[src/rtl/rpyd_pkg.sv]
package rpyd_pkg;

  localparam int COORD_BITS   = 24;
  localparam int MAG_W        = COORD_BITS + 1;
  localparam int POS_W        = $clog2(MAG_W);
  localparam int NORM_POS     = 28;
  localparam int NW           = NORM_POS + 1;
  localparam int SH_W         = 6;
  localparam int A_W          = NW + 1;
  localparam int SQ_STEPS     = A_W;
  localparam int RAD_W        = 2 * SQ_STEPS;
  localparam int REM_W        = SQ_STEPS + 2;
  localparam int X_W          = A_W + 3;
  localparam int Z_W          = 24;
  localparam int ANG_W        = Z_W;
  localparam int ANG_FRAC     = 16;
  localparam int DEG_W        = ANG_W - ANG_FRAC + 1;
  localparam int CORDIC_STEPS = 24;
  localparam int STEP_W       = $clog2(CORDIC_STEPS);

  localparam logic [ANG_W-1:0] DEG45  = ANG_W'(45 * 65536);
  localparam logic [ANG_W-1:0] DEG90  = ANG_W'(90 * 65536);
  localparam logic [ANG_W-1:0] DEG180 = ANG_W'(180 * 65536);

  typedef struct packed {
    logic          ok;
    logic          nx;
    logic          ny;
    logic          nz;
    logic [NW-1:0] mx;
    logic [NW-1:0] my;
    logic [NW-1:0] mz;
  } side_t;

  typedef struct packed {
    logic [REM_W-1:0]    rem;
    logic [SQ_STEPS-1:0] root;
    logic [RAD_W-1:0]    rad;
    side_t               side;
  } sq_t;

  typedef struct packed {
    logic zero;
    logic bz;
    logic eq;
    logic swap;
    logic xneg;
    logic yneg;
    logic tag;
  } ctx_t;

  typedef struct packed {
    logic signed [X_W-1:0] x;
    logic signed [X_W-1:0] y;
    logic signed [Z_W-1:0] z;
    ctx_t                  ctx;
  } cs_t;

  // atan(2^-i) in 2^-16 degree
  function automatic logic signed [Z_W-1:0] atan_lut(input logic [STEP_W-1:0] step);
    logic signed [Z_W-1:0] v;
    case (step)
      5'd0:    v = Z_W'(2949120);
      5'd1:    v = Z_W'(1740967);
      5'd2:    v = Z_W'(919879);
      5'd3:    v = Z_W'(466945);
      5'd4:    v = Z_W'(234379);
      5'd5:    v = Z_W'(117304);
      5'd6:    v = Z_W'(58666);
      5'd7:    v = Z_W'(29335);
      5'd8:    v = Z_W'(14668);
      5'd9:    v = Z_W'(7334);
      5'd10:   v = Z_W'(3667);
      5'd11:   v = Z_W'(1833);
      5'd12:   v = Z_W'(917);
      5'd13:   v = Z_W'(458);
      5'd14:   v = Z_W'(229);
      5'd15:   v = Z_W'(115);
      5'd16:   v = Z_W'(57);
      5'd17:   v = Z_W'(29);
      5'd18:   v = Z_W'(14);
      5'd19:   v = Z_W'(7);
      5'd20:   v = Z_W'(4);
      5'd21:   v = Z_W'(2);
      5'd22:   v = Z_W'(1);
      default: v = '0;
    endcase
    return v;
  endfunction

endpackage

[src/rtl/rpyd_sqrt_cell.sv]
module rpyd_sqrt_cell (
  input  logic          clk_i,
  input  logic          rst_ni,
  input  logic          en_i,
  input  logic          valid_i,
  input  rpyd_pkg::sq_t d_i,
  output logic          valid_o,
  output rpyd_pkg::sq_t q_o
);
  import rpyd_pkg::*;

  logic [REM_W-1:0] trial;
  logic [REM_W:0]   diff;
  sq_t              cell_d;
  sq_t              cell_q;
  logic             valid_q;

  always_comb begin
    trial       = {d_i.rem[REM_W-3:0], d_i.rad[RAD_W-1 -: 2]};
    diff        = {1'b0, trial} - {1'b0, d_i.root, 2'b01};
    cell_d      = d_i;
    cell_d.rad  = d_i.rad << 2;
    if (!diff[REM_W]) begin
      cell_d.rem  = diff[REM_W-1:0];
      cell_d.root = {d_i.root[SQ_STEPS-2:0], 1'b1};
    end else begin
      cell_d.rem  = trial;
      cell_d.root = {d_i.root[SQ_STEPS-2:0], 1'b0};
    end
  end

  always_ff @(posedge clk_i or negedge rst_ni) begin
    if (!rst_ni) begin
      valid_q <= 1'b0;
    end else if (en_i) begin
      valid_q <= valid_i;
    end
  end

  always_ff @(posedge clk_i) begin
    if (en_i) begin
      cell_q <= cell_d;
    end
  end

  assign valid_o = valid_q;
  assign q_o     = cell_q;

endmodule

[src/rtl/rpyd_sqrt.sv]
module rpyd_sqrt (
  input  logic                        clk_i,
  input  logic                        rst_ni,
  input  logic                        en_i,
  input  logic                        valid_i,
  input  logic [rpyd_pkg::RAD_W-1:0]  rad_i,
  input  rpyd_pkg::side_t             side_i,
  output logic                        valid_o,
  output logic [rpyd_pkg::SQ_STEPS-1:0] root_o,
  output rpyd_pkg::side_t             side_o
);
  import rpyd_pkg::*;

  sq_t  stage [SQ_STEPS+1];
  logic vld   [SQ_STEPS+1];

  assign stage[0] = {REM_W'(0), SQ_STEPS'(0), rad_i, side_i};
  assign vld[0]   = valid_i;

  for (genvar i = 0; i < SQ_STEPS; i++) begin : g_cell
    rpyd_sqrt_cell u_cell (
      .clk_i   (clk_i),
      .rst_ni  (rst_ni),
      .en_i    (en_i),
      .valid_i (vld[i]),
      .d_i     (stage[i]),
      .valid_o (vld[i+1]),
      .q_o     (stage[i+1])
    );
  end

  assign valid_o = vld[SQ_STEPS];
  assign root_o  = stage[SQ_STEPS].root;
  assign side_o  = stage[SQ_STEPS].side;

endmodule

[config.mk]
export PLATFORM = sky130hd
export DESIGN_NAME = rpyd_sqrt
export DESIGN_NICKNAME = d
export VERILOG_FILES = /design/src/rtl/rpyd_pkg.sv /design/src/rtl/rpyd_sqrt_cell.sv /design/src/rtl/rpyd_sqrt.sv
export SDC_FILE = /design/constraint.sdc
export NUM_CORES = 2
export LEC_CHECK = 0
export BUFFER_PORTS_ARGS = -buffer_cell sky130_fd_sc_hd__buf_4
export CORE_MARGIN = 4
export CORE_UTILIZATION = 40
export CTS_CLUSTER_DIAMETER = 80
export CTS_CLUSTER_SIZE = 20
export DETAILED_ROUTE_END_ITERATION = 8
export HOLD_SLACK_MARGIN = 0.08
export PLACE_DENSITY_LB_ADDON = 0.3
export RECOVER_POWER = 100
export SYNTH_ARGS = -nofsm -noshare
export SYNTH_HDL_FRONTEND = slang
export SYNTH_SLANG_ARGS = --single-unit
[constraint.sdc]
create_clock -name clk_i -period 9 [get_ports clk_i]
set_clock_uncertainty 0.2 [all_clocks]
set_input_delay 1.8 -clock clk_i [delete_from_list [all_inputs] [get_ports clk_i]]
set_output_delay 1.8 -clock clk_i [all_outputs]
set_load 0.03 [all_outputs]
Word-level counts from Yosys, hierarchy flattened
Index checks and enable logic that the tools add are counted.

word-level totals
  register bits = 5,373
  bits of input ports = 155

cells by class
  muxes and demuxes = 30
  add/sub/neg operators = 30

operator list
  kind                                              count
  two-way mux 60 bit                                28
  subtractor 32 x 32 -> 33 bit                      29
  two-way mux 32 bit                                1
  subtractor 2 x 1 -> 3 bit, second input constant  1
  two-way mux 1 bit                                 1

Longest topological paths before layout
  word-level depth = 2
  depth in mapped cells = 14
  gate-level depth less buffers = 12

By module
From an unflattened synthesis, not the netlist that was laid out.

unflattened totals
  cells, all modules = 16,738
  area total of the unflattened synthesis = 263,869.3 sq um

by module, submodules not included
  module                                  area an instance (sq um)  seq. area each (sq um)  times used  cells each
  rpyd_sqrt_cell (g_cell[21].u_cell ...)  8,927.3                   6,361.1                 17          555
  rpyd_sqrt_cell (g_cell[10].u_cell ...)  8,629.5                   6,361.1                 12          563
  rpyd_sqrt_cell (g_cell[0].u_cell)       8,546.9                   6,361.1                 1           546
  rpyd_sqrt                               3.8                       0.0                     1           1

Worst setup path after synthesis
No wires, ideal clock.

  path type = register to register
  start = register g_cell[26].u_cell.cell_q, in the netlist g_cell[26].u_cell.q_o[181]
  end = register g_cell[27].u_cell.cell_q, in the netlist g_cell[27].u_cell.q_o[202], data pin
  arrival = 2.956 ns
  stages on the path, launching flop included = 11
  path buffers = 1
  library setup time = 0.260 ns
  setup slack = 5.584 ns
  cells stage by stage = edfxtp_1 > ha_1 > nor2b_1 > o31a_1 > o21ai_0 > nor3b_1 > o21ai_1 > a31o_2 > a21oi_1 > clkbuf_1 > mux2_2

RTL lines
  item                    line                  RTL
  from (decl)             rpyd_sqrt_cell.sv:15  sq_t cell_q;
  from (signal assigned)  rpyd_sqrt_cell.sv:42  cell_q <= cell_d;
  to (signal assigned)    rpyd_sqrt_cell.sv:42
  to (decl)               rpyd_sqrt_cell.sv:15

Worst setup path after layout
  start = input en_i
  end = register g_cell[29].u_cell.cell_q, in the netlist g_cell[29].u_cell.q_o[69] (enable)

RTL lines
  item                  line                  RTL
  from (decl)           rpyd_sqrt.sv:4        input logic en_i,
  to (signal assigned)  rpyd_sqrt_cell.sv:42
  to (decl)             rpyd_sqrt_cell.sv:15

No word-level cell between the ends.

==> out/qor.yml <==
hold_class: "reg2reg"
routedWlPerCell_um: 15.90
grt_first_pass_wirelength_um: 436100
postCtsSetupRepairBufs: 0
hold_violations: 0
antenna_found_initial: 2
cp-end-kind: "flip-flop"
vias_per_cell: 4.889
p_leak_nw: 70.39
clkLatencyLatePin_ns: 0.94
min_to: "g_cell[20].u_cell.q_o[68]"
hold_start: "g_cell[19].u_cell.q_o[68]"
p_per_area_nw_per_um2: 241.1
ff2ff_setup_slack_ns: 3.23
path_max_fanout: 199
rr_worst_depth: 11
tightest_slew_ns: 3.909
postCtsResizedCells: 0
synth-edff-count: 4894
fp-row-count: 247
synthArstFlopShare_pct: 0.6093
synth_cell_types: 96
clock_path_buffers: 4
period_share_pct: 70.24
maxSlewHeadroom_pct: -160.6
grt-ovfl-total: 0
total_power_mw: 48.31
die_height_um: 683.7
antenna_left: 0
io_buffers: 276
gp_congestion: 0.9109
setup_viol: 0
tns_ns: 0
r2r-start: "g_cell[17].u_cell.q_o[151]"
syn_nets: 10986
cts_tree: "yes"
cts-root-buf: "clkbuf_16"
design_area_um2: 200300
boundaryPins: 277
cp.required_ns: 9.32
layout_common_cells: "edfxtp_1, inv_1, nand2_1"
floorplan.initialDensity_pct: 40.25
dp_cells: 16548
yosys_warnings: 0
worst_slack_ns: 2.678
synthFlopType: "edfxtp_1"
period_minus_slack_ns: 6.322
nets: 11499
grt_max_degree: 211
synth-seq-area-share_pct: 80.89
via_count: 82925
layout-drive-gt1-share_pct: 6.367
arrival_ns: 6.64
cts_made_buffers: 303
timing.rr.end: "g_cell[18].u_cell.q_o[203]"
dr.pass1.iters: 6
syn-instance-count: 10364
cts_max_level: 5
die_x_um: 683.7
place_ws_ns: 4.342
peakVddDrop_uv: 154.9
setup.worst_path.class: "in2reg"
maxCapViolCount: 26
core_um2: 453700
grt.total_usage_pct: 11.12
hold_buffers: 0
syn_to_final_growth_pct: 9.710
worstSetupStartpointType: "primary input"
wl_um: 269700
ys_ff_latch: 4924
mostFrequentLayoutCell: "edfxtp_1"
fmax_mhz: 158.2
first_global_vias: 84088
syn-cell-area_um2: 182600
dieArea_um2: 467400
drc: 0
rsz0062_at_grt: "no"
status: "finished, violations left"
slew_viol_final: 1131
drt_iter0_drc: 6007
avgSynthCellArea_um2: 17.62
place_area_um2: 192500
stdcell_count: 16963
cts_sinks: 4924
violations: "capacitance limit, slew limit"
holdPathStages: 0
place_hpwl_um: 170700
clkSlewWorstSetupHoldPaths_ns: 0.08
cell type report:
cell class                      count  area (um^2)
Antenna cell                        8        20.02
Clock buffer                      329         7744
Clock inverter                     78         1005
Fill cell                       38629       253300
Inverter                          629         2361
Multi-Input combinational cell   4671        31880
Sequential cell                  4924       147700
Tap cell                         5976         7477
Timing Repair Buffer              348         2142
cells in the mapped netlist, types with 10 or more instances:
master        n  share of area, %
a211o_1      16             0.077
and3_1       41              0.14
mux2i_1      12             0.066
or3_1        75              0.26
o2111ai_1    17             0.082
o41ai_1      15             0.072
a21boi_0     23             0.095
nand3b_1     19             0.078
nand2b_1     97              0.33
nand4_1      39              0.13
nor2b_1      68              0.23
o22ai_1      14             0.048
buf_2        12             0.033
o211ai_1     37              0.15
a221oi_1     11             0.053
a21oi_1     446               1.2
or4_1        40              0.16
a31oi_1      39              0.13
mux2_2      121              0.75
nor4_1       87              0.30
o31ai_1      52              0.21
o21ai_0     397               1.1
o31a_1       12             0.058
nor4b_1      12             0.058
xnor2_1     323               1.5
xor2_1      345               1.7
a41oi_1      10             0.048
a211oi_1     47              0.19
nor3_1      190              0.52
o21bai_1     34              0.14
nand2_1     518               1.1
inv_1       625               1.3
nand3_1     104              0.29
a21o_1      154              0.63
nor2_1      455              0.94
o21a_1      113              0.46
and2_1       20             0.069
clkbuf_1    119              0.24
or2_2        44              0.15
ha_1        467               3.2
dfrtp_1      30              0.41
edfxtp_1   4894                80
sequential cells by signal (all words and copies together), names as in the netlist:
register,count
g_cell.u_cell.q_o,4894
g_cell.u_cell.valid_o,30
per-layer routing:
metal  vias up  share of wire (%)  GRT usage [%]
li1      40231                  -              -
met1     40496                 42          13.79
met2      1591                 50          19.51
met3       607                3.6          1.542
met4         0                4.0          4.658
met5         -                  0              0
worst max-delay path: stages:
cell,delay (ns)
clkbuf_2,2.59
clkbuf_1,1.07
buf_12,0.68
power by group:
group,total [mW],internal (mW),leakage [nW],switching [mW]
logic,6.08,2.54,18.2,3.54
clock network,13.6,6.43,4.25,7.16
registers,28.6,27.7,47.9,0.912
total,48.3,36.7,70.4,11.6
cell families (layout without fill, tap and decap cells):
kind of cell	Yosys count	in the layout	synth area share [%]
muxes	133	133	0.8119
other	1	9	0.002054
xor gates and xnor gates	668	668	3.204
adders and majority gates	467	467	3.200
and+or+nand+nor	1863	1863	5.007
buffers and inverters	769	1384	1.604
DFF	4924	4924	80.89
AOI/OAI and AO/OA	1539	1539	5.282
per-stage QoR:
step | util, % | hold WS, ns
after floorplan | - | 0.2003
after global placement | 42.43 | 0.2001
after detailed placement | 42.43 | 0.2045
after CTS | 44.36 | 0.1826
after global routing | 44.16 | 0.1915
final | 44.16 | 0.1915
worst max-delay path by stage:
stage	from	end	slack, ns	cells after the start
global placement	en_i	g_cell[2].u_cell.q_o[153]	4.43	3
finish	en_i	g_cell[29].u_cell.q_o[69]	2.68	3
CTS	g_cell[12].u_cell.q_o[202]	g_cell[13].u_cell.q_o[195]	4.60	8
floorplan	g_cell[26].u_cell.q_o[181]	g_cell[27].u_cell.q_o[202]	5.58	10
detailed placement	en_i	g_cell[1].u_cell.q_o[200]	4.34	3
global route	en_i	g_cell[9].u_cell.q_o[194]	2.26	3
No activity file was read; power rests on OpenSTA's default activity.
